<file path="src/frm_pkg.sv">
`timescale 1ns / 1ps
`default_nettype none

package frm_pkg;

	// Rule table geometry
	localparam int RULE_DEPTH = 64;
	localparam int RULE_AW    = (RULE_DEPTH > 1) ? $clog2(RULE_DEPTH) : 1;
	localparam int CNT_W      = $clog2(RULE_DEPTH + 1);

	// Request queue between front and back
	localparam int Q_DEPTH = 2;
	localparam int Q_PW    = (Q_DEPTH > 1) ? $clog2(Q_DEPTH) : 1;

	localparam logic [9:0] PORT_CLAMP = 10'd1023;
	localparam logic [5:0] LEN_MAX    = 6'd32;

	// Request kinds
	localparam logic KIND_WRITE    = 1'b0;
	localparam logic KIND_CLASSIFY = 1'b1;

	// Protocol codes
	localparam logic [2:0] PROTO_ICMP  = 3'd0;
	localparam logic [2:0] PROTO_TCP   = 3'd1;
	localparam logic [2:0] PROTO_UDP   = 3'd2;
	localparam logic [2:0] PROTO_OTHER = 3'd3;
	localparam logic [2:0] PROTO_ANY   = 3'd4;

	localparam logic [7:0] IPPROTO_ICMP = 8'd1;
	localparam logic [7:0] IPPROTO_TCP  = 8'd6;
	localparam logic [7:0] IPPROTO_UDP  = 8'd17;

	// Ack codes
	localparam logic [1:0] ACK_NO  = 2'd0;
	localparam logic [1:0] ACK_YES = 2'd1;
	localparam logic [1:0] ACK_ANY = 2'd2;

	localparam logic VERDICT_DROP   = 1'b0;
	localparam logic VERDICT_ACCEPT = 1'b1;

	typedef struct packed {
		logic        kind;
		logic [5:0]  rule_index;
		logic [2:0]  rule_protocol;
		logic [7:0]  protocol;
		logic [31:0] src_addr;
		logic [5:0]  src_prefix_len;
		logic [31:0] dst_addr;
		logic [5:0]  dst_prefix_len;
		logic [15:0] sport;
		logic [15:0] dport;
		logic [1:0]  ack_code;
		logic        verdict_in;
	} in_item_t;

	typedef struct packed {
		logic       verdict;
		logic       matched;
		logic [5:0] matched_index;
	} out_item_t;

	// One rule as held in the table; a classified packet uses the same layout
	typedef struct packed {
		logic [2:0]  proto;
		logic [31:0] src_addr;
		logic [5:0]  src_len;
		logic [31:0] dst_addr;
		logic [5:0]  dst_len;
		logic [9:0]  sport;
		logic [9:0]  dport;
		logic [1:0]  ack;
		logic        verdict;
	} rule_t;

	typedef struct packed {
		logic       is_pkt;
		logic [5:0] index;
		rule_t      body;
	} q_item_t;

	function automatic logic [9:0] clamp_port(input logic [15:0] p);
		clamp_port = (p > 16'(PORT_CLAMP)) ? PORT_CLAMP : p[9:0];
	endfunction

	function automatic logic [5:0] sat_len(input logic [5:0] len);
		sat_len = (len > LEN_MAX) ? LEN_MAX : len;
	endfunction

endpackage

`default_nettype wire

</file>
<file path="src/frm_queue.sv">
`timescale 1ns / 1ps
`default_nettype none

module frm_queue (
	input  wire              clk,
	input  wire              arst_n,
	input  wire              push,
	input  frm_pkg::q_item_t push_data,
	input  wire              pop,
	output logic             full,
	output logic             empty,
	output frm_pkg::q_item_t pop_data
);
	import frm_pkg::*;

	q_item_t          slot_q [Q_DEPTH];
	logic [Q_PW-1:0]  wr_ptr_q;
	logic [Q_PW-1:0]  rd_ptr_q;
	logic [Q_PW:0]    fill_q;

	assign full     = (fill_q == (Q_PW + 1)'(Q_DEPTH));
	assign empty    = (fill_q == '0);
	assign pop_data = slot_q[rd_ptr_q];

	// Advance pointers and fill level
	always_ff @(posedge clk or negedge arst_n) begin
		if (!arst_n) begin
			wr_ptr_q <= '0;
			rd_ptr_q <= '0;
			fill_q   <= '0;
		end else begin
			if (push) begin
				wr_ptr_q <= (wr_ptr_q == Q_PW'(Q_DEPTH - 1)) ? '0 : wr_ptr_q + 1'b1;
			end
			if (pop) begin
				rd_ptr_q <= (rd_ptr_q == Q_PW'(Q_DEPTH - 1)) ? '0 : rd_ptr_q + 1'b1;
			end
			if (push && !pop) begin
				fill_q <= fill_q + 1'b1;
			end else if (pop && !push) begin
				fill_q <= fill_q - 1'b1;
			end
		end
	end

	always_ff @(posedge clk) begin
		if (push) begin
			slot_q[wr_ptr_q] <= push_data;
		end
	end

endmodule

`default_nettype wire

</file>
<file path="config.mk">
export PLATFORM = sky130hd
export DESIGN_NAME = frm_queue
export DESIGN_NICKNAME = d
export VERILOG_FILES = /design/src/frm_pkg.sv /design/src/frm_queue.sv
export SDC_FILE = /design/constraint.sdc
export NUM_CORES = 1
export LEC_CHECK = 0
export ABC_AREA = 1
export BUFFER_PORTS_ARGS = -buffer_cell sky130_fd_sc_hd__buf_4
export CORE_ASPECT_RATIO = 1.25
export CORE_MARGIN = 2
export CORE_UTILIZATION = 45
export DETAILED_ROUTE_END_ITERATION = 7
export HOLD_SLACK_MARGIN = 0.02
export PLACE_DENSITY = 0.8
export SLEW_MARGIN = 10
export SYNTH_ARGS = -nofsm -noshare
export SYNTH_HDL_FRONTEND = slang
export SYNTH_SLANG_ARGS = --single-unit
</file>
<file path="constraint.sdc">
create_clock -name clk -period 15.2 [get_ports clk]
set_input_delay 3.04 -clock clk [delete_from_list [all_inputs] [get_ports clk]]
set_output_delay 3.04 -clock clk [all_outputs]
set_load 0.05 [all_outputs]
</file>
After elaboration in Yosys (flattened, before gate mapping). Memories as Yosys holds them, arrays and structs flattened. Cells that the tools add are included.

Flip-flop bits (word level): 4. Memories kept: 1. Bits of input ports: 113. Memory bits (writable): 218.

Reductions and logical operators: 6. Add/sub/neg operators: 4. Muxes and demuxes: 6. Eq/ne operators: 1.

Memories: slot_q (depth 2, bits a word 109, rd ports 1, clocked after Yosys merged registers in 0, wr ports 1, line frm_queue.sv:16) `q_item_t slot_q [Q_DEPTH];`.

Operators with widths (count): 1-bit 2-to-1 mux (4); 2-bit 2-to-1 mux (2); 1-bit adder (second input constant) (2); 2-bit by 1-bit adder with 2-bit output (second input constant) (1); 2-bit == test (second input constant) (1); 1-bit logical AND (2); 1-bit zero test (2); 2-bit zero test (1); 2-bit nonzero test (1); 2-bit by 1-bit subtractor with 2-bit output (second input constant) (1).

Longest topological paths before layout. Gate-level depths: netlist of the first run.

Depth in word-level cells: 4. Depth in mapped cells: 7. Depth with buffers taken out: 7.

Worst setup path before layout of the first run. No wires, ideal clock.

Path type: input port to flip-flop. Start point: input push. End point: memory slot_q[0][0] (netlist name), enable pin. Slack: 6.978 ns. Data required time: 14.619 ns. Arrival time: 7.641 ns. Stages on the path: 2. Library setup time: 0.581 ns. Path through: inv_1 > nor2_1.

Cells in the longest elaborated chain, start to end: 2.

Ends and longest elaborated chain: from (decl) (line frm_queue.sv:7) `input wire push,`; 1-bit 2-to-1 mux (line frm_queue.sv:47) `if (push) begin`; 1-bit 2-to-1 mux (not written as such) (line frm_queue.sv:48) `slot_q[wr_ptr_q] <= push_data;`; to (decl) (line frm_queue.sv:16).

No other way between the ends.

==> qor.yml, run 1 <==
timing.fmax_mhz: 160
ys_seq_area_share_pct: 77.5
ir_drop_uv: 134
drive_gt1_share_pct: 59.9
hold_buffers: 0
layout_common_cells: "buf_4, edfxtp_1, mux2_4"
n_antenna_cell: 0
io_buffers: 223
r2r_start: "wr_ptr_q"
crit_slowest_cell: "dfrtp_4"
io_pins: 224
crit_cells: 3
critPathRequiredTime_ns: 12.16
placed_area_um2: 10400
final_common_cell: "buf_4"
rsz0062_at_grt: "no"
worstMarginPinSlew_ns: 1.02
gp_congestion: 0.687
postRouteAntennaNets: 0
timing.final.max_slew_violations: 0
hpwlAfterDp_mm: 10.1
start_util_pct: 45.8
drt_iter0_markers: 241
post_drt_wl_per_cell_um: 17.7
reg2reg_depth: 3
vias: 4120
crit_buf_inv: 2
cts_buffer_depth: 3
pre_cts_slack_ns: 9.46
fin_area_um2: 11200
nets: 717
worstSkewPairLatency_ns: 0.49
first_pass_iters: 4
grt_pass1_wl_mm: 22.8
fin_hold_ws_ns: 0.517
crit_arrival_ns: 3.21
rows: 56
min_to: "fill_q[1]"
hold_path_depth: 2
ys_seq_elements: 222
cpMostUsedCell: "buf_4"
path_cells: "buf_4 > mux2_2 > buf_4"
die_area_um2: 20200
cts_resized: 0
maxCapViolCount: 0
worstSetupPathType: "reg -> out"
numCtsBuffers: 22
hp-class: "reg -> reg"
status: "finished clean"
syn2layout_area_growth_pct: 30.2
synth_nets: 478
synthCells: 364
p_per_area_nw_per_um2: 225
synth_area_um2: 8570
post_cts_buffers: 0
min_period_ns: 6.25
ff2ff_setup_slack_ns: 12.93
die_w_um: 127
grt_pass1_vias: 4469
grt_overflow: 0
die_y_um: 158
critPathCaptureType: "output port"
clkSlewWorstSetupHoldPaths_ns: 0.06
fillCellCount: 1350
fin_tns_setup_ns: 0
max_slew_margin_pct: 31.7
path_delay_family: "buffers and inverters"
setup_viol_count_final: 0
root_buffer: "clkbuf_16"
finalHoldViolCount: 0
design.core.area_um2: 18700
grt_usage_pct: 14.5
yosys_warnings: 0
finalCritPeriodShare_pct: 41.1
via_per_inst: 4.84
hold_start: "fill_q[1]"
drc: 0
ys_types: 15
r2r_end: "slot_q[1][92]"
setup_ws_ns: 8.95
grt_max_degree: 57
antenna_found_initial: 0
fin_skew_ns: 0.00522
cts_sinks: 222
cpPeakStageDelay_ns: 1.04
leakage_uw: 0.00451
avgSynthCellArea_um2: 23.5
post-route-util_pct: 59.7
h-tree-depth: 1
crit_fanout: 56
critPathLaunchType: "flop"
drt_wl_total_mm: 15.1
cts_tree: "built"
==> worst reg2reg max path, cell delays in order (launching register included) <==
cell and delay (ns):
dfrtp_1 0.43, nand2_1 0.12, inv_4 0.51, buf_4 0.79
==> kinds of logic after synthesis <==
logic type | Yosys count | synth area share, %
buf+inv | 19 | 2.83
xor+xnor | 3 | 0.307
flops | 222 | 77.5
fa+ha+maj | 1 | 0.146
simple gates | 10 | 0.482
mux | 109 | 18.7
==> stage by stage <==
| stage | instances | total power (uW) |
|---|---|---|
| floorplan | 364 | 1730 |
| global placement | 811 | 1930 |
| detailed placement | 811 | 1950 |
| CTS | 851 | 2550 |
| global route | 851 | 2610 |
| finish | 851 | 2520 |
==> final cells by class <==
cell class	instances	area [um^2]	share of cell area [%]
clock buffers	28	594	5.32
clock inverters	12	206	1.85
inverters	7	28.8	0.258
multi-input cells	123	1690	15.1
flip-flops and latches	222	6650	59.6
well taps	232	290	2.60
repair buffers	227	1700	15.3
==> layer usage <==
layer	vias up	track usage [%]	wire [um]
li1	1910	-	-
met1	2013	16.1	5430
met2	172	25.9	7940
met3	25	5.34	1450
met4	0	4.34	264
met5	-	0	0
==> registers in the layout, indices dropped and copies added (netlist names) <==
name and count:
rd_ptr_q 1, fill_q 2, slot_q 218, wr_ptr_q 1
==> cells in the mapped netlist <==
| library cell | count | area [um^2] |
|---|---|---|
| nand3_1 | 1 | 5.00 |
| nand4_1 | 1 | 6.26 |
| xnor2_1 | 1 | 8.76 |
| nand2_1 | 5 | 18.8 |
| edfxtp_1 | 218 | 6550 |
| buf_6 | 1 | 11.3 |
| xor2_1 | 2 | 17.5 |
| buf_2 | 1 | 5.00 |
| dfrtp_1 | 4 | 100 |
| ha_1 | 1 | 12.5 |
| nor2_1 | 3 | 11.3 |
| mux2_4 | 100 | 1500 |
| buf_12 | 10 | 200 |
| mux2_2 | 9 | 101 |
| inv_1 | 7 | 26.3 |
==> worst max path at each step <==
stage,to,start,slack [ns]
3_5_place_dp,pop_data[79],rd_ptr_q,9.46
2_1_floorplan,slot_q[0][0],push,6.98
6_report,pop_data[79],rd_ptr_q,8.95
3_3_place_gp,pop_data[79],rd_ptr_q,9.50
4_1_cts,pop_data[79],rd_ptr_q,8.92
5_1_grt,pop_data[84],rd_ptr_q,8.80
==> where the power goes <==
group	switching (uW)	total, uW	internal [uW]
Sequential	68.3	882	814
Combinational	655	1040	390
Clock	210	588	378
Total	933	2520	1580
(Power assumes the default switching activity.)
==> run 2, diff against run 1 <==
Settings changed: PLACE_DENSITY 0.8 to 0.82.
Clock period 15.2 ns to 5.05 ns, I/O delays scaled along.
==> qor.yml, run 2 (synthesis results as in run 1) <==
drc: 0  # unchanged
drive_gt1_share_pct: 60.7  # +0.74 points
cts_tree: "built"
postRouteAntennaNets: 0  # unchanged
regMostFlops: "slot_q"
io_buffers: 223  # unchanged
leakage_uw: 0.00450  # -0.19%
syn2layout_area_growth_pct: 29.7
endpoint: "pop_data[83]"
antenna_found_initial: 0  # unchanged
grt_util_met1_pct: 15.7  # -0.33 points
grt_pass1_vias: 4430  # -0.87%
post_cts_buffers: 0  # unchanged
timing.final.max_slew_violations: 0  # unchanged
dpl.cell_count: 813  # +0.25%
h-tree-depth: 1  # unchanged
cts_buffer_depth: 3  # unchanged
grt_max_degree: 55  # -3.5%
fin_area_um2: 11100  # -0.43%
fin_skew_ns: 0.0161  # +0.0109 ns
reg2reg_depth: 3  # unchanged
drt_wl_total_mm: 15.6  # +3.3%
use_met2_pct: 26.1  # +0.15 points
finalHoldViolCount: 0  # unchanged
worstMarginPinSlew_ns: 0.727  # -0.298 ns
crit_arrival_ns: 2.46  # -0.75 ns
use_met3_pct: 4.81  # -0.54 points
drt_iter0_markers: 155  # -36%
p_per_area_nw_per_um2: 666  # +200%
r2r_start: "wr_ptr_q"
die_area_um2: 20200  # unchanged
numCtsBuffers: 23  # +4.5%
max_slew_margin_pct: 51.5  # +20 points
worstSetupPathType: "reg -> out"
post_drt_wl_per_cell_um: 18.2  # +2.9%
critPathRequiredTime_ns: 4.04  # -8.12 ns
r2r_end: "slot_q[1][76]"
rows: 56  # unchanged
clkSlewWorstSetupHoldPaths_ns: 0.06  # about the same
min_period_ns: 3.47
ff2ff_setup_slack_ns: 3.15  # -9.78 ns
grt_usage_pct: 14.3  # -0.12 points
final_common_cell: "buf_4"
timing.fmax_mhz: 288
start_util_pct: 45.8  # unchanged
setup_viol_count_final: 0  # unchanged
finalCritPeriodShare_pct: 68.8
hold_buffers: 0  # unchanged
layout_common_cells: "buf_4, edfxtp_1, mux2_4"
largest_register_ff_count: 218  # unchanged
reg_top3: "slot_q (218), fill_q (2)"
placed_area_um2: 10400  # +0.27%
critPathLaunchType: "flop"
critPathCaptureType: "output port"
fin_cells: 855  # +0.47%
maxCapViolCount: 0  # unchanged
hp-class: "in -> async"
crit_start: "rd_ptr_q"
cts_sinks: 222  # unchanged
worstSkewPairLatency_ns: 0.50  # about the same
ir_drop_uv: 433  # +220%
die_y_um: 158  # unchanged
vias: 4147  # +0.66%
root_buffer: "clkbuf_16"
status: "finished clean"
setup_ws_ns: 1.58  # -7.38 ns
die_w_um: 127  # unchanged
cts_resized: 0  # unchanged
hpwlAfterDp_mm: 10.7  # +6.7%
rsz0062_at_grt: "no"
grt_pass1_wl_mm: 22.6  # -0.79%
via_per_inst: 4.85  # +0.18%
crit_fanout: 36  # -36%
first_pass_iters: 4  # unchanged
post-route-util_pct: 59.4  # -0.25 points
grt_overflow: 0  # unchanged
io_pins: 224  # unchanged
gp_congestion: 0.678  # -1.3%
n_antenna_cell: 0  # unchanged
fin_tns_setup_ns: 0  # unchanged
fillCellCount: 1362  # +0.89%
grt-busiest-layer: "met2"
nets: 720  # +0.42%
pre_cts_slack_ns: 2.09  # -7.37 ns
design.core.area_um2: 18700  # unchanged
==> run 2: cell types whose count changed in the layout (fill, tap and decap cells not counted) <==
cell	before	now
clkinv_2	3	9
bufinv_16	6	2
clkbuf_1	5	1
inv_6	0	2
buf_12	0	1
buf_4	227	228
clkinv_1	3	4
clkinv_4	0	1
==> run 2: power breakdown <==
part / switching [uW] / total, uW / internal (uW)
combinational: 2040 / 3220 / 1170
sequential: 142 / 2590 / 2450
clock: 662 / 1600 / 939
==> run 2: worst min path at each step <==
stage                end  slack [ns]  cells after the start
6_report        wr_ptr_q        0.29                      1
2_1_floorplan  fill_q[1]        0.46                      2
4_1_cts         wr_ptr_q        0.26                      1
5_1_grt         wr_ptr_q        0.26                      1
3_5_place_dp   fill_q[1]        0.50                      2
3_3_place_gp   fill_q[1]        0.48                      2
==> run 2: final cells by class <==
cell class                      instances  area [um^2]  area share (%)
Tap cell                              232          290            2.61
Multi-Input combinational cell        123         1690            15.2
Inverter                                7         28.8           0.259
Sequential cell                       222         6650            59.8
Clock inverter                         18          146            1.32
Timing Repair Buffer                  229         1730            15.6
Clock buffer                           24          579            5.21
==> run 2: critical path, cell delays in order (launching register included) <==
cell	delay, ns
dfrtp_4	0.70
buf_4	0.61
mux2_2	0.42
buf_4	0.19
==> run 2: through the flow <==
| stage | hold WS, ns | total power, uW |
|---|---|---|
| global route | 0.260 | 7680 |
| floorplan | 0.463 | 5210 |
| CTS | 0.264 | 7500 |
| detailed placement | 0.495 | 5880 |
| finish | 0.290 | 7410 |
| global placement | 0.480 | 5820 |
==> run 2: per-layer routing <==
| metal | vias to the layer above | wire length [um] |
|---|---|---|
| li1 | 1920 | - |
| met1 | 2028 | 5720 |
| met2 | 164 | 8230 |
| met3 | 35 | 1280 |
| met4 | 0 | 351 |
| met5 | - | 0 |
==> run 3, diff against run 2 <==
Settings changed: PLACE_DENSITY 0.82 to 0.8.
Clock period 5.05 ns to 3.6 ns, I/O delays scaled along.
==> qor.yml, run 3 (synthesis results as in run 1) <==
critPathCaptureType: "output port"
drive_gt1_share_pct: 59.0  # -1.7 points
hpwlAfterDp_mm: 10.5  # -2.5%
grt_overflow: 0  # unchanged
max_slew_margin_pct: 55.1  # +3.5 points
vias: 4131  # -0.39%
syn2layout_area_growth_pct: 28.7
hold_buffers: 1  # +1
grt_pass1_vias: 4457  # +0.61%
setup_ws_ns: 0.857  # -0.720 ns
grt_util_met1_pct: 16.1  # +0.34 points
reg_top3: "slot_q (218), fill_q (2)"
path_cells: "buf_12 > mux2_2 > buf_4"
pre_cts_slack_ns: 1.35  # -0.741 ns
final_common_cell: "buf_4"
drt_iter0_markers: 249  # +61%
cts_sinks: 222  # unchanged
crit_slowest_cell: "dfrtp_4"
finalCritPeriodShare_pct: 76.2
cts_resized: 0  # unchanged
post_drt_wl_per_cell_um: 18.4  # +0.80%
critPathRequiredTime_ns: 2.88  # -1.16 ns
cts_buffer_depth: 3  # unchanged
grt_pass1_wl_mm: 23.2  # +2.9%
regMostFlops: "slot_q"
clkSlewWorstSetupHoldPaths_ns: 0.06  # about the same
worstMarginPinSlew_ns: 0.674  # -0.0532 ns
largest_register_ff_count: 218  # unchanged
h-tree-depth: 1  # unchanged
grt_usage_pct: 14.9  # +0.52 points
min_period_ns: 2.74
timing.fmax_mhz: 365
p_per_area_nw_per_um2: 920  # +38%
hp-class: "in -> reg"
numCtsBuffers: 21  # -8.7%
fin_area_um2: 11000  # -0.80%
leakage_uw: 0.00444  # -1.4%
use_met3_pct: 5.48  # +0.67 points
die_w_um: 127  # unchanged
antenna_found_initial: 1  # +1
start_util_pct: 45.8  # unchanged
post_cts_buffers: 0  # unchanged
drc: 0  # unchanged
timing.final.max_slew_violations: 0  # unchanged
critPathLaunchType: "flop"
ir_drop_uv: 656  # +52%
grt_max_degree: 80  # +45%
setup_viol_count_final: 0  # unchanged
n_antenna_cell: 0  # unchanged
dpl.cell_count: 813  # unchanged
crit_fanout: 79  # +120%
grt-busiest-layer: "met2"
rsz0062_at_grt: "no"
layout_common_cells: "buf_4, edfxtp_1, mux2_4"
finalHoldViolCount: 0  # unchanged
path_delay_family: "buffers and inverters"
cpPeakStageDelay_ns: 0.42  # -0.28 ns
drt_wl_total_mm: 15.6  # +0.33%
rows: 56  # unchanged
fin_tns_setup_ns: 0  # unchanged
postRouteAntennaNets: 0  # unchanged
root_buffer: "clkbuf_16"
status: "finished clean"
first_pass_iters: 4  # unchanged
use_met2_pct: 27.6  # +1.5 points
crit_buf_inv: 2  # unchanged
fin_cells: 851  # -0.47%
fin_skew_ns: 0.00440  # -0.0117 ns
design.core.area_um2: 18700  # unchanged
fillCellCount: 1326  # -2.6%
worstSetupPathType: "reg -> out"
maxCapViolCount: 0  # unchanged
die_area_um2: 20200  # unchanged
io_buffers: 223  # unchanged
cts_tree: "built"
die_y_um: 158  # unchanged
via_per_inst: 4.85  # about the same
gp_congestion: 0.718  # +5.9%
worstSkewPairLatency_ns: 0.48  # -0.02 ns
io_pins: 224  # unchanged
placed_area_um2: 10400  # +0.12%
crit_arrival_ns: 2.02  # -0.44 ns
nets: 719  # -0.14%
## run 3: cell count changes in the layout (fill, tap and decap cells not counted)
cell / previous run / this run
clkinv_2: 9 / 2
clkbuf_1: 1 / 6
clkinv_1: 4 / 7
clkbuf_16: 23 / 21
inv_6: 2 / 0
buf_12: 1 / 2
buf_4: 228 / 227
bufinv_16: 2 / 1
clkinv_4: 1 / 0
dlygate4sd3_1: 0 / 1
## run 3: routing by layer
metal	up-vias	wire length (um)
met5	-	8
met4	2	208
met3	23	1480
met2	169	8390
met1	2033	5550
li1	1904	-
## run 3: worst register-to-register path, delay by kind of cell, from the launching register on
| kind | cells | cell delay, ns |
|---|---|---|
| DFF | 1 | 0.41 |
| and+or+nand+nor | 1 | 0.12 |
| buffers and inverters | 2 | 0.82 |
## run 3: worst paths after layout
kind,from,to,slack [ns],cells past startpoint
max in group asynchronous,arst_n,rd_ptr_q,2.86,2
min in group asynchronous,arst_n,fill_q[0],0.61,2
setup / recovery,rd_ptr_q,pop_data[87],0.86,3
hold reg to reg,fill_q[1],fill_q[1],0.52,2
setup reg to reg,wr_ptr_q,slot_q[1][22],1.84,3
hold / removal,push_data[106],slot_q[1][106],0.42,1
## run 3: power by group
part	switching, uW	internal, uW
Sequential	137	3430
Combinational	2930	1660
Clock	848	1140
## run 3: stage by stage
step	power [uW]	hold WS [ns]	util (%)
final	10100	0.420	58.9
after global routing	10500	0.400	58.9
after CTS	10300	0.398	58.9
after detailed placement	8260	0.505	55.6
after global placement	8190	0.476	55.6
after floorplan	7290	0.424	-
## run 3: final cells by class
type / instances / area (um^2) / share of cell area, %
multi-input combinational: 123 / 1690 / 15.3
sequential: 222 / 6650 / 60.3
clock inverter: 10 / 66.3 / 0.601
tap: 232 / 290 / 2.63
inverter: 7 / 28.8 / 0.261
clock buffer: 27 / 548 / 4.97
timing repair buffer: 230 / 1750 / 15.9
