`src/frm_pkg.sv`:
```
`timescale 1ns / 1ps
`default_nettype none

package frm_pkg;

	// Rule table geometry
	localparam int RULE_DEPTH = 64;
	localparam int RULE_AW    = (RULE_DEPTH > 1) ? $clog2(RULE_DEPTH) : 1;
	localparam int CNT_W      = $clog2(RULE_DEPTH + 1);

	// Request queue between front and back
	localparam int Q_DEPTH = 2;
	localparam int Q_PW    = (Q_DEPTH > 1) ? $clog2(Q_DEPTH) : 1;

	localparam logic [9:0] PORT_CLAMP = 10'd1023;
	localparam logic [5:0] LEN_MAX    = 6'd32;

	// Request kinds
	localparam logic KIND_WRITE    = 1'b0;
	localparam logic KIND_CLASSIFY = 1'b1;

	// Protocol codes
	localparam logic [2:0] PROTO_ICMP  = 3'd0;
	localparam logic [2:0] PROTO_TCP   = 3'd1;
	localparam logic [2:0] PROTO_UDP   = 3'd2;
	localparam logic [2:0] PROTO_OTHER = 3'd3;
	localparam logic [2:0] PROTO_ANY   = 3'd4;

	localparam logic [7:0] IPPROTO_ICMP = 8'd1;
	localparam logic [7:0] IPPROTO_TCP  = 8'd6;
	localparam logic [7:0] IPPROTO_UDP  = 8'd17;

	// Ack codes
	localparam logic [1:0] ACK_NO  = 2'd0;
	localparam logic [1:0] ACK_YES = 2'd1;
	localparam logic [1:0] ACK_ANY = 2'd2;

	localparam logic VERDICT_DROP   = 1'b0;
	localparam logic VERDICT_ACCEPT = 1'b1;

	typedef struct packed {
		logic        kind;
		logic [5:0]  rule_index;
		logic [2:0]  rule_protocol;
		logic [7:0]  protocol;
		logic [31:0] src_addr;
		logic [5:0]  src_prefix_len;
		logic [31:0] dst_addr;
		logic [5:0]  dst_prefix_len;
		logic [15:0] sport;
		logic [15:0] dport;
		logic [1:0]  ack_code;
		logic        verdict_in;
	} in_item_t;

	typedef struct packed {
		logic       verdict;
		logic       matched;
		logic [5:0] matched_index;
	} out_item_t;

	// One rule as held in the table; a classified packet uses the same layout
	typedef struct packed {
		logic [2:0]  proto;
		logic [31:0] src_addr;
		logic [5:0]  src_len;
		logic [31:0] dst_addr;
		logic [5:0]  dst_len;
		logic [9:0]  sport;
		logic [9:0]  dport;
		logic [1:0]  ack;
		logic        verdict;
	} rule_t;

	typedef struct packed {
		logic       is_pkt;
		logic [5:0] index;
		rule_t      body;
	} q_item_t;

	function automatic logic [9:0] clamp_port(input logic [15:0] p);
		clamp_port = (p > 16'(PORT_CLAMP)) ? PORT_CLAMP : p[9:0];
	endfunction

	function automatic logic [5:0] sat_len(input logic [5:0] len);
		sat_len = (len > LEN_MAX) ? LEN_MAX : len;
	endfunction

endpackage

`default_nettype wire

```
`src/frm_front.sv`:
```
`timescale 1ns / 1ps
`default_nettype none

module frm_front (
	input  wire               clk,
	input  wire               arst_n,
	input  wire               start,
	input  frm_pkg::in_item_t request,
	input  wire               q_full,
	output logic              busy,
	output logic              push,
	output frm_pkg::q_item_t  push_data
);
	import frm_pkg::*;

	logic    vld_s1;
	q_item_t ent_s1;
	q_item_t ent_d;
	logic    accept;
	logic    tcp_udp;

	// Classify the request into a queue entry
	always_comb begin
		ent_d        = '0;
		ent_d.index  = request.rule_index;
		tcp_udp      = 1'b0;
		if (request.kind == KIND_WRITE) begin
			ent_d.is_pkt        = 1'b0;
			ent_d.body.proto    = request.rule_protocol;
			ent_d.body.src_addr = request.src_addr;
			ent_d.body.src_len  = sat_len(request.src_prefix_len);
			ent_d.body.dst_addr = request.dst_addr;
			ent_d.body.dst_len  = sat_len(request.dst_prefix_len);
			ent_d.body.sport    = clamp_port(request.sport);
			ent_d.body.dport    = clamp_port(request.dport);
			ent_d.body.ack      = request.ack_code;
			ent_d.body.verdict  = request.verdict_in;
		end else begin
			ent_d.is_pkt = 1'b1;
			case (request.protocol)
				IPPROTO_ICMP: ent_d.body.proto = PROTO_ICMP;
				IPPROTO_TCP:  ent_d.body.proto = PROTO_TCP;
				IPPROTO_UDP:  ent_d.body.proto = PROTO_UDP;
				default:      ent_d.body.proto = PROTO_OTHER;
			endcase
			tcp_udp = (ent_d.body.proto == PROTO_TCP) || (ent_d.body.proto == PROTO_UDP);
			ent_d.body.src_addr = request.src_addr;
			ent_d.body.dst_addr = request.dst_addr;
			if (tcp_udp) begin
				ent_d.body.sport = clamp_port(request.sport);
				ent_d.body.dport = clamp_port(request.dport);
			end
			if (ent_d.body.proto == PROTO_TCP) begin
				ent_d.body.ack = (request.ack_code != 2'd0) ? ACK_YES : ACK_NO;
			end else begin
				ent_d.body.ack = ACK_ANY;
			end
		end
	end

	assign busy   = vld_s1 && q_full;
	assign push   = vld_s1 && !q_full;
	assign accept = start && !busy;
	assign push_data = ent_s1;

	// Hold the registered queue entry, write or classify, until the queue takes it
	always_ff @(posedge clk or negedge arst_n) begin
		if (!arst_n) begin
			vld_s1 <= 1'b0;
		end else if (accept) begin
			vld_s1 <= 1'b1;
		end else if (push) begin
			vld_s1 <= 1'b0;
		end
	end

	always_ff @(posedge clk) begin
		if (accept) begin
			ent_s1 <= ent_d;
		end
	end

endmodule

`default_nettype wire

```
`config.mk`:
```
export PLATFORM = sky130hd
export DESIGN_NAME = frm_front
export DESIGN_NICKNAME = d
export VERILOG_FILES = /design/src/frm_pkg.sv /design/src/frm_front.sv
export SDC_FILE = /design/constraint.sdc
export NUM_CORES = 1
export LEC_CHECK = 0
export ABC_AREA = 1
export BUFFER_PORTS_ARGS = -buffer_cell sky130_fd_sc_hd__buf_4
export CAP_MARGIN = 10
export CELL_PAD_IN_SITES_DETAIL_PLACEMENT = 1
export CELL_PAD_IN_SITES_GLOBAL_PLACEMENT = 1
export CORE_ASPECT_RATIO = 0.6
export CORE_MARGIN = 2
export CORE_UTILIZATION = 32
export DETAILED_ROUTE_END_ITERATION = 7
export HOLD_SLACK_MARGIN = 0.02
export PLACE_DENSITY_LB_ADDON = 0.15
export SLEW_MARGIN = 15
export SYNTH_ARGS = -nofsm -noshare
export SYNTH_HDL_FRONTEND = slang
export SYNTH_SLANG_ARGS = --single-unit
```
`constraint.sdc`:
```
create_clock -name clk -period 6.4 [get_ports clk]
set_input_delay 0.32 -clock clk [delete_from_list [all_inputs] [get_ports clk]]
set_output_delay 0.32 -clock clk [all_outputs]
set_load 0.005 [all_outputs]
```
== After elaboration in Yosys (flattened, before gate mapping) ==
Cells that the tools add are included.
Storage, ports and cells
  register bits: 110
  bits of input ports: 133
  output and inout bits: 111
  word-level logic and storage cells: 47
Cells by class
  order comparisons: 4
  eq/ne operators: 5
  muxes and demuxes: 14
  reductions and logical operators: 10
Operator list (number)
  two-way mux 35 bit: 1
  > comparator 16 x 10 -> 1 bit (second input constant): 2
  two-way mux 22 bit: 1
  two-way mux 10 bit: 2
  two-way mux 20 bit: 1
  > comparator 6 bit (second input constant): 2
  two-way mux 6 bit: 2
  == test 8 x 1 -> 1 bit (second input constant): 1
  == test 8 x 3 -> 1 bit (second input constant): 1
  == test 8 x 5 -> 1 bit (second input constant): 1
  one-hot mux 2 bit (3 select lines): 1
  two-way mux 1 bit: 4
  nonzero test 2 bit: 2
  OR reduction 2 bit: 2
  == test 3 x 1 -> 1 bit (second input constant): 1
  == test 3 x 2 -> 1 bit (second input constant): 1
  logical AND 1 bit: 3
  two-way mux 3 bit: 1
  zero test 1 bit: 2
  two-way mux 2 bit: 1
  logical OR 1 bit: 1

== Depth between registers and ports, before layout ==
Gate-level depths: netlist of the first run.
  depth in word-level cells: 7
  mapped depth: 10
  gate-level depth less buffers: 10

== Least setup slack after synthesis of the first run ==
OpenSTA, ideal clock, no wires.
  path kind: flip-flop to flip-flop
  from: reg vld_s1
  to: reg ent_s1 (netlist bit push_data[0]), enable pin
  library setup time: 579 ps
  arrival: 5054 ps
  data required time: 5821 ps
  slack: 767 ps
  cell stages (with the launch flop): 4
  buffers on the path: 0
  clock period less this slack: 5633 ps
  cells stage by stage: dfrtp_1 -> nand2_1 -> inv_1 -> nor2_1
Between the ends
  word-level cells in the longest chain between the ends: 3
Ends and longest elaborated chain
  start: declaration: line frm_front.sv:16  | logic vld_s1;
  start signal: assignment: line frm_front.sv:69  | vld_s1 <= 1'b0;
  start signal: assignment: line frm_front.sv:71  | vld_s1 <= 1'b1;
  start signal: assignment: line frm_front.sv:73  | vld_s1 <= 1'b0;
  logical AND 1 bit: line frm_front.sv:61  | assign busy = vld_s1 && q_full;
  named net busy: line frm_front.sv:10  | output logic busy,
  zero test 1 bit: line frm_front.sv:63  | assign accept = start && !busy;
  logical AND 1 bit: line frm_front.sv:63
  named net accept: line frm_front.sv:19  | logic accept;
  end signal: assignment: line frm_front.sv:79  | ent_s1 <= ent_d;
  end: declaration: line frm_front.sv:17  | q_item_t ent_s1;
The timed path passes the listed nets, and every way through them passes these cells.
A chain may end at the register's enable or synchronous reset.

== Final worst setup path of the first run ==
  from: reg vld_s1
  to: reg ent_s1 (netlist bit push_data[98]), enable pin
Between the ends
  word-level cells in the longest chain between the ends: 3
Ends and longest elaborated chain (line)
  logical AND 1 bit: frm_front.sv:61
  zero test 1 bit: frm_front.sv:63
  logical AND 1 bit: frm_front.sv:63
  named net accept: frm_front.sv:19
The timed path passes the listed nets, and every way through them passes these cells.

==> metrics.md, run 1 <==
| Metric | Value |
|---|---|
| Critical Path Start | `vld_s1` |
| Synth-to-Final Area Change | `58.5%` |
| Final min period | `2270 ps` |
| Total track usage | `16.6%` |
| Max cap viols | `0` |
| Worst skew pair latency | `340 ps` |
| Power Dens Cells | `247 nW/um^2` |
| EDFF count, synth | `109` |
| First-pass GRT wire length | `16.5 mm` |
| Max Buffers Root-to-Sink | `2` |
| Startpoint types | `flop` |
| Multi-input gate area | `543 sq um` |
| H-tree Lvls | `3` |
| Clk pin slew, worst setup/hold paths | `80 ps` |
| Die Y | `90.4 microns` |
| Worst EP arrival | `2240 ps` |
| Total power | `1.56 mW` |
| Clk_skew | `6.37 ps` |
| Status | `complete, no violations` |
| Library cells used by synthesis | `19` |
| Setup-failing EPs final | `0` |
| CTS root buf | `clkbuf_16` |
| Fin. max-slew vios | `0` |
| Worst-Margin Slew | `841 ps` |
| CP required | `6370 ps` |
| Fin crit share | `35.5%` |
| GR Overflow Total | `0` |
| # nets final | `640` |
| Average wire per standard cell | `16.4 microns` |
| Crit path max fanout | `68` |
| Reg-to-reg endpoint | `push_data[98]` |
| CTS Sinks | `110` |
| Kind of critical path | `reg -> reg` |
| Reg-to-reg startpoint | `vld_s1` |
| Post-synth top flop | `edfxtp_1` |
| Initial DRC count | `98` |
| Register area | `3300 sq um` |
| Vias per cell | `4.20` |
| Mapped Cells | `251` |
| Vias in the first global route | `3017` |
| Slew HR | `43.9%` |
| Row count | `31` |
| # diodes | `0` |
| Worst setup EP type | `flop` |
| Filler cells | `1294` |
| DR vias | `2838` |
| Worst Hold Launch | `request[83]` |
| Lkg Pwr | `2.77 nW` |
| TritonCTS clock tree | `done` |
| Mapped cell area | `3980 sq um` |
| Reg2reg path depth | `5` |
| Ys async rst share | `0.909%` |
| Worst reg2reg setup slack | `4130 ps` |
| DIE AREA | `13400 sq um` |
| Starting Density | `32.9%` |
| Post-CTS Hold Buffers | `1` |
| Post-Route Setup TNS | `0 ps` |
| Seq/Total Area, Yosys | `82.9%` |
| Hold Path Stages | `1` |
| Synth cell count leaders | `109 x edfxtp_1, 53 x nor2_1, 27 x inv_1` |
| Port Buffers | `243` |
| Antenna viol nets, final | `0` |
| Initial antenna violation count | `0` |
| Number of iterations in the first detailed-routing pass | `4` |
| Cts bufs inserted | `9` |
| Post-DP HPWL | `8.73 mm` |
| Number of synthesis warnings | `0` |
| Cell taking the most area after synthesis | `edfxtp_1` |
| Setup repair bufs after CTS | `0` |
| Largest net degree at the start of global routing | `69` |
| RSZ-0062 raised after global routing | `false` |
| PostCTS Resize Cnt | `0` |
| Synth Register Bits | `110` |
| Final Hold Viols | `0` |
| Hold Path End | `push_data[71]` |
| Peak VDD IR | `0.000128 V` |
| Total wire length | `11.1 mm` |
| Post-Syn Nets | `386` |
| Synth area leaders | `edfxtp_1 82%, nor2_1 5.0%, nor2_2 3.8%` |
| Core area | `12100 sq um` |
| Hold WC Path Type | `in -> reg` |
| Die width | `148 microns` |
| Post-synth top area share | `82.3%` |
| Syn avg cell area | `15.9 sq um` |
| Layout cells sized above 1 | `57.6%` |
| Routability Congestion | `0.763` |
| DRC viols | `0` |
| FMAX | `0.440 GHz` |
| I/O pins | `244` |
| Most frequent cell after synthesis | `edfxtp_1` |
## metrics by stage
step / hold WS [ps] / utilization [%] / instance area (sq um) / setup slack (ps) / cells
floorplan: 24.4 / - / 3980 / 767 / 251
global placement: 96.9 / 49.5 / 5990 / 3660 / 657
detailed placement: 97.9 / 49.5 / 5990 / 3600 / 657
CTS: 131 / 51.9 / 6290 / 3660 / 674
global route: 122 / 52.1 / 6310 / 3930 / 675
finish: 146 / 52.1 / 6310 / 4130 / 675
## layout by cell type (no fill, tap or decap), drive strengths merged
master,n
buf,245
edfxtp,109
nor2,79
inv,32
nand2,18
clkbuf,10
nand3,4
o21ai,3
clkinv,3
ha,2
a21oi,2
o21bai,1
dlygate4sd3,1
dfrtp,1
## worst max-delay path, stage by stage (launching register included)
cell     delay (ps)
dfrtp_1         380
nand2_1          90
inv_1            80
nor2_4          360
buf_12          260
buf_4           690
## sequential cells by signal, summed over array words and instances (netlist names)
register	count
vld_s1	1
push_data	109
## how the worst max path moves through the flow
stage | to | slack, ps
after global placement | push_data[45] | 3660
final | push_data[98] | 4130
after floorplan | push_data[0] | 770
after detailed placement | push_data[97] | 3600
after CTS | push_data[96] | 3660
after global routing | push_data[86] | 3930
## power breakdown
group          internal (mW)  switching [mW]  total [mW]
sequential             0.840          0.0115       0.852
combinational          0.105          0.0718       0.177
clock                  0.272           0.259       0.531
## cell families after synthesis
family                     Yosys count  synth area share (%)
AOI/OAI and AO/OA                    6                 0.912
adders and majority gates            2                 0.629
DFF                                110                  82.9
and+or+nand+nor                    101                  11.9
buffers and inverters               32                  3.65
## per-layer routing
layer	vias up	global-route usage (%)	routed length, microns
met5	-	0	0
li1	1366	-	-
met4	0	4.37	110
met1	1312	17.9	3990
met2	152	28.1	5520
met3	8	9.29	1460
## cell type report
cell class              instances  area share (%)
well taps                     165            3.27
clock inverters                 6           0.893
repair buffers                246            29.5
multi-input cells             109            8.61
flip-flops and latches        110            52.3
clock buffers                  10            3.63
inverters                      29            1.77
Power figures use the tool's default switching activity.
==> run 2, diff against run 1 <==
- CORE_UTILIZATION: 32 -> 29
- clock period: 6.4 -> 1.9 ns (I/O delays scaled with it)
==> metrics.md, run 2 (same netlist as run 1, synthesis figures left out) <==
| Metric | Value |
|---|---|
| Worst path cell trace | `nand2_1 -> inv_2 -> nor2_4 -> buf_12` |
| Largest net degree at the start of global routing | `70` |
| Crit path largest cell delay | `380 ps` |
| Row count | `33` |
| Die Y | `94.7 microns` |
| Vias in the first global route | `3357` |
| Worst setup EP type | `flop` |
| Most common cell after layout, fill and taps aside | `buf_4` |
| Clk_skew | `8.99 ps` |
| CP max stage cell | `dfrtp_1` |
| Clk pin slew, worst setup/hold paths | `70 ps` |
| PostCTS Resize Cnt | `0` |
| Lkg Pwr | `3.08 nW` |
| FMAX | `0.691 GHz` |
| Kind of critical path | `reg -> reg` |
| Worst skew pair latency | `340 ps` |
| Die width | `155 microns` |
| RSZ-0062 raised after global routing | `false` |
| Final Non-Filler Cells | `758` |
| Fin crit share | `76.1%` |
| Multi-input gate area | `543 sq um` |
| Total track usage | `16.2%` |
| GR Overflow Total | `0` |
| Startpoint types | `flop` |
| Post-DP Area | `6060 sq um` |
| Final min period | `1450 ps` |
| Placed Cells incl. Taps | `669` |
| Hold Worst Slack | `38.5 ps` |
| TritonCTS clock tree | `done` |
| DIE AREA | `14700 sq um` |
| Core area | `13500 sq um` |
| Max reg flops | `109` |
| Initial antenna violation count | `0` |
| Crit path max fanout | `69` |
| Port Buffers | `243` |
| CTS Sinks | `110` |
| Crit path max-delay family | `buffers and inverters` |
| Final Hold Viols | `0` |
| Finished Cell Area | `7070 sq um` |
| Vias per cell | `4.21` |
| Fin. max-slew vios | `0` |
| Status | `complete, no violations` |
| Register area | `3300 sq um` |
| Max Buffers Root-to-Sink | `2` |
| # nets final | `713` |
| Crit path buf inv count | `2` |
| Total power | `5.43 mW` |
| Slew HR | `75.0%` |
| Average wire per standard cell | `16.3 microns` |
| Layout cells sized above 1 | `50.8%` |
| I/O pins | `244` |
| Commonest non-fill, non-tap cells in the layout | `243 x buf_4, 109 x edfxtp_1, 73 x dlygate4sd3_1, 52 x nor2_1, 26 x inv_1` |
| Setup-failing EPs final | `0` |
| Total wire length | `12.4 mm` |
| Worst reg2reg setup slack | `450 ps` |
| Synth-to-Final Area Change | `77.7%` |
| Filler cells | `1421` |
| Post-DP HPWL | `8.59 mm` |
| H-tree Lvls | `3` |
| Starting Density | `29.4%` |
| Initial DRC count | `134` |
| Power Dens Cells | `767 nW/um^2` |
| Worst-Margin Slew | `374 ps` |
| Hold WC Path Type | `in -> reg` |
| Routability Congestion | `0.787` |
| Antenna viol nets, final | `0` |
| Cts bufs inserted | `9` |
| Worst EP arrival | `1450 ps` |
| CP required | `1910 ps` |
| First-pass GRT wire length | `17.9 mm` |
| CTS root buf | `clkbuf_16` |
| Number of iterations in the first detailed-routing pass | `4` |
| # diodes | `0` |
| Peak VDD IR | `0.000424 V` |
| DR vias | `3192` |
| Max cap viols | `0` |
| DRC viols | `0` |
-- run 2: layer usage --
| layer | share of wire (%) | global-route usage [%] |
|---|---|---|
| met2 | 49 | 27.1 |
| met3 | 9.5 | 6.61 |
| met1 | 40 | 19.4 |
| met4 | 1.2 | 4.59 |
| met5 | 0 | 0 |
-- run 2: tightest hold or removal path, stage by stage --
cell and delay (ps):
buf_4 70, inv_1 30, nor2_1 70
-- run 2: metrics by stage --
| stage | util, % | setup WS [ps] | setup TNS [ps] |
|---|---|---|---|
| finish | 52.2 | 454 | 0 |
| CTS | 52.2 | 461 | 0 |
| floorplan | - | -629 | -68610 |
| global route | 52.2 | 363 | 0 |
| detailed placement | 44.7 | 264 | 0 |
| global placement | 44.7 | 337 | 0 |
-- run 2: what timing repair did --
item | CTS | global route
setup buffers | 0 | 0
hold endpoints to repair | 72 | 0
endpoints found under the setup margin | 0 | 0
hold buffers | 73 | 0
-- run 2: final timing paths --
kind / start / to / cells past startpoint
max in group asynchronous: arst_n / vld_s1 / 2
min in group asynchronous: arst_n / vld_s1 / 2
max reg2reg: vld_s1 / push_data[32] / 4
max: vld_s1 / push_data[32] / 4
min reg2reg: vld_s1 / push_data[23] / 4
min: request[121] / push_data[101] / 3
-- run 2: layout make-up --
type	instances	share of cell area, %
clock buffers	10	3.24
clock inverters	6	0.796
inverters	29	1.57
multi-input cells	109	7.68
flip-flops and latches	110	46.6
well taps	175	3.10
repair buffers	319	37.0
-- run 2: power by group --
part | internal, mW | total, mW | switching, mW
clock | 0.915 | 1.82 | 0.902
combinational | 0.460 | 0.739 | 0.279
sequential | 2.83 | 2.87 | 0.0416
==> run 3, diff against run 2 <==
- ABC_AREA: 1 -> 0
- CORE_UTILIZATION: 29 -> 32
- clock period: 1.9 -> 1.4 ns (I/O delays scaled with it)
==> metrics.md, run 3 <==
| Metric | Value |
|---|---|
| TritonCTS clock tree | `done` |
| Slew HR | `75.6%` |
| Synth cell count leaders | `109 x edfxtp_1, 20 x o21a_1, 11 x and2_1` |
| Most frequent cell after synthesis | `edfxtp_1` |
| Largest net degree at the start of global routing | `20` |
| Synth Register Bits | `110` |
| DIE AREA | `12600 sq um` |
| CTS Sinks | `110` |
| Worst EP arrival | `1840 ps` |
| Vias in the first global route | `3480` |
| Final Hold Viols | `0` |
| Power Dens Cells | `1030 nW/um^2` |
| Filler cells | `1083` |
| Number of iterations in the first detailed-routing pass | `4` |
| Core area | `11400 sq um` |
| Peak VDD IR | `0.000568 V` |
| Most common cell after layout, fill and taps aside | `buf_4` |
| Synth area leaders | `edfxtp_1 87%, o21a_1 4.0%, and2_1 1.8%` |
| H-tree Lvls | `3` |
| Hold WC Path Type | `in -> reg` |
| Status | `finished with violations` |
| Final Worst Setup Slack | `-328 ps` |
| Final min period | `1730 ps` |
| Crit path max fanout | `10` |
| Vias per cell | `4.40` |
| Commonest non-fill, non-tap cells in the layout | `251 x buf_4, 109 x edfxtp_1, 100 x dlygate4sd3_1, 20 x o21a_1, 10 x and2_1` |
| Max cap viols | `0` |
| Fin. max-slew vios | `0` |
| Syn avg cell area | `20.9 sq um` |
| Setup-failing EPs final | `24` |
| DRC viols | `0` |
| Average wire per standard cell | `20.0 microns` |
| Lkg Pwr | `3.09 nW` |
| EDFF count, synth | `109` |
| Worst-Margin Slew | `365 ps` |
| Post-synth top flop | `edfxtp_1` |
| Post-DP HPWL | `8.67 mm` |
| # diodes | `0` |
| Startpoint types | `input port` |
| Initial DRC count | `111` |
| Failing checks | `setup timing` |
| FMAX | `0.579 GHz` |
| Clk pin slew, worst setup/hold paths | `70 ps` |
| Seq/Total Area, Yosys | `87.9%` |
| Kind of critical path | `in -> reg` |
| Post-Syn Nets | `315` |
| Die width | `144 microns` |
| DR vias | `3154` |
| I/O pins | `244` |
| Layout cells sized above 1 | `53.0%` |
| CP required | `1510 ps` |
| Antenna viol nets, final | `0` |
| Cell taking the most area after synthesis | `edfxtp_1` |
| GR Overflow Total | `0` |
| Row count | `30` |
| Die Y | `87.9 microns` |
| Mapped Cells | `180` |
| Port Buffers | `243` |
| Number of synthesis warnings | `0` |
| Cts bufs inserted | `9` |
| Placed Cells incl. Taps | `596` |
| Starting Density | `33.0%` |
| Total track usage | `22.2%` |
| CTS root buf | `clkbuf_16` |
| Total wire length | `14.4 mm` |
| Worst skew pair latency | `350 ps` |
| Ys async rst share | `0.909%` |
| Library cells used by synthesis | `21` |
| Hold Worst Slack | `26.8 ps` |
| Routability Congestion | `0.810` |
| Initial antenna violation count | `0` |
| Fin crit share | `123%` |
| Synth-to-Final Area Change | `97.5%` |
| # nets final | `687` |
| Final Non-Filler Cells | `717` |
| First-pass GRT wire length | `20.4 mm` |
| Worst setup EP type | `flop` |
| Max Buffers Root-to-Sink | `2` |
| Mapped cell area | `3750 sq um` |
| Post-synth top area share | `87.2%` |
| RSZ-0062 raised after global routing | `true` |
| Max reg flops | `109` |
| Clk_skew | `8.36 ps` |
run 3: cell count changes in the layout (fill, tap and decap cells not counted), sizes merged, moves of 3 or more:
cell	before	now
dlygate4sd3	73	100
nor2	79	7
nand2	18	3
o21a	0	20
nand2b	0	3
inv	31	4
buf	246	262
or4	0	3
and2	0	11
nor2b	0	6
nand3	4	0
run 3: where the power goes:
group          switching (mW)  internal (mW)
sequential             0.0625           3.84
combinational           0.398          0.731
clock                    1.19           1.40
total                    1.65           5.97
run 3: per-layer routing:
layer	vias up	wire length, microns	GRT usage [%]	part of all wire (%)
met5	-	0	0	0
met4	0	357	7.31	2.5
met3	24	1290	8.42	9.0
met2	148	7280	40.5	51
met1	1535	5440	24.2	38
li1	1447	-	-	-
run 3: worst max-delay path: stages:
cell and delay, ps:
buf_6 90, or4_4 530, or4_4 520, ha_4 280, nand2b_4 200, o21a_1 130
run 3: what timing repair did:
item	CTS	global route
gates cloned	2	0
pin swaps	8	3
setup endpoints to repair	24	24
hold buffers	100	0
resized for setup	5	4
setup buffers	3	2
endpoints found under the hold margin	100	0
run 3: worst paths after layout:
check,end,cells after the start,start,slack (ps)
worst max-delay path,push_data[9],6,request[117],-330
worst min-delay path,push_data[6],2,request[6],30
worst max register to register,push_data[15],4,vld_s1,80
worst min register to register,vld_s1,2,vld_s1,650
max in group asynchronous,vld_s1,2,arst_n,1280
min in group asynchronous,vld_s1,2,arst_n,40
run 3: cells by family (layout without fill, tap and decap cells):
family	after synthesis	count (layout)	synth area share, %
flip-flops	110	110	87.9
adder cells (fa/ha/maj)	2	2	0.667
AO/OA/AOI/OAI	27	27	5.10
buffers and inverters	5	380	0.500
AND/OR/NAND/NOR	36	38	5.87
run 3: area by class of cell:
cell class	count	area, sq um	share of cell area [%]
sequential	110	3300	44.5
timing repair buffer	362	3080	41.5
multi-input combinational	67	529	7.14
clock buffer	10	229	3.09
tap	160	200	2.70
clock inverter	6	68.8	0.928
inverter	2	10.0	0.135
run 3: stage by stage:
| stage | total power, mW | setup slack [ps] | area, sq um | utilization, % | TNS [ps] |
|---|---|---|---|---|---|
| 2_1_floorplan | 4.13 | -1140 | 3830 | - | -137860 |
| 3_3_place_gp | 4.80 | -736 | 6040 | 53.1 | -16580 |
| 3_5_place_dp | 4.82 | -788 | 6040 | 53.1 | -17310 |
| 4_1_cts | 7.61 | -324 | 7400 | 65.0 | -6580 |
| 5_1_grt | 7.87 | -348 | 7410 | 65.2 | -7280 |
| 6_report | 7.62 | -328 | 7410 | 65.2 | -6820 |
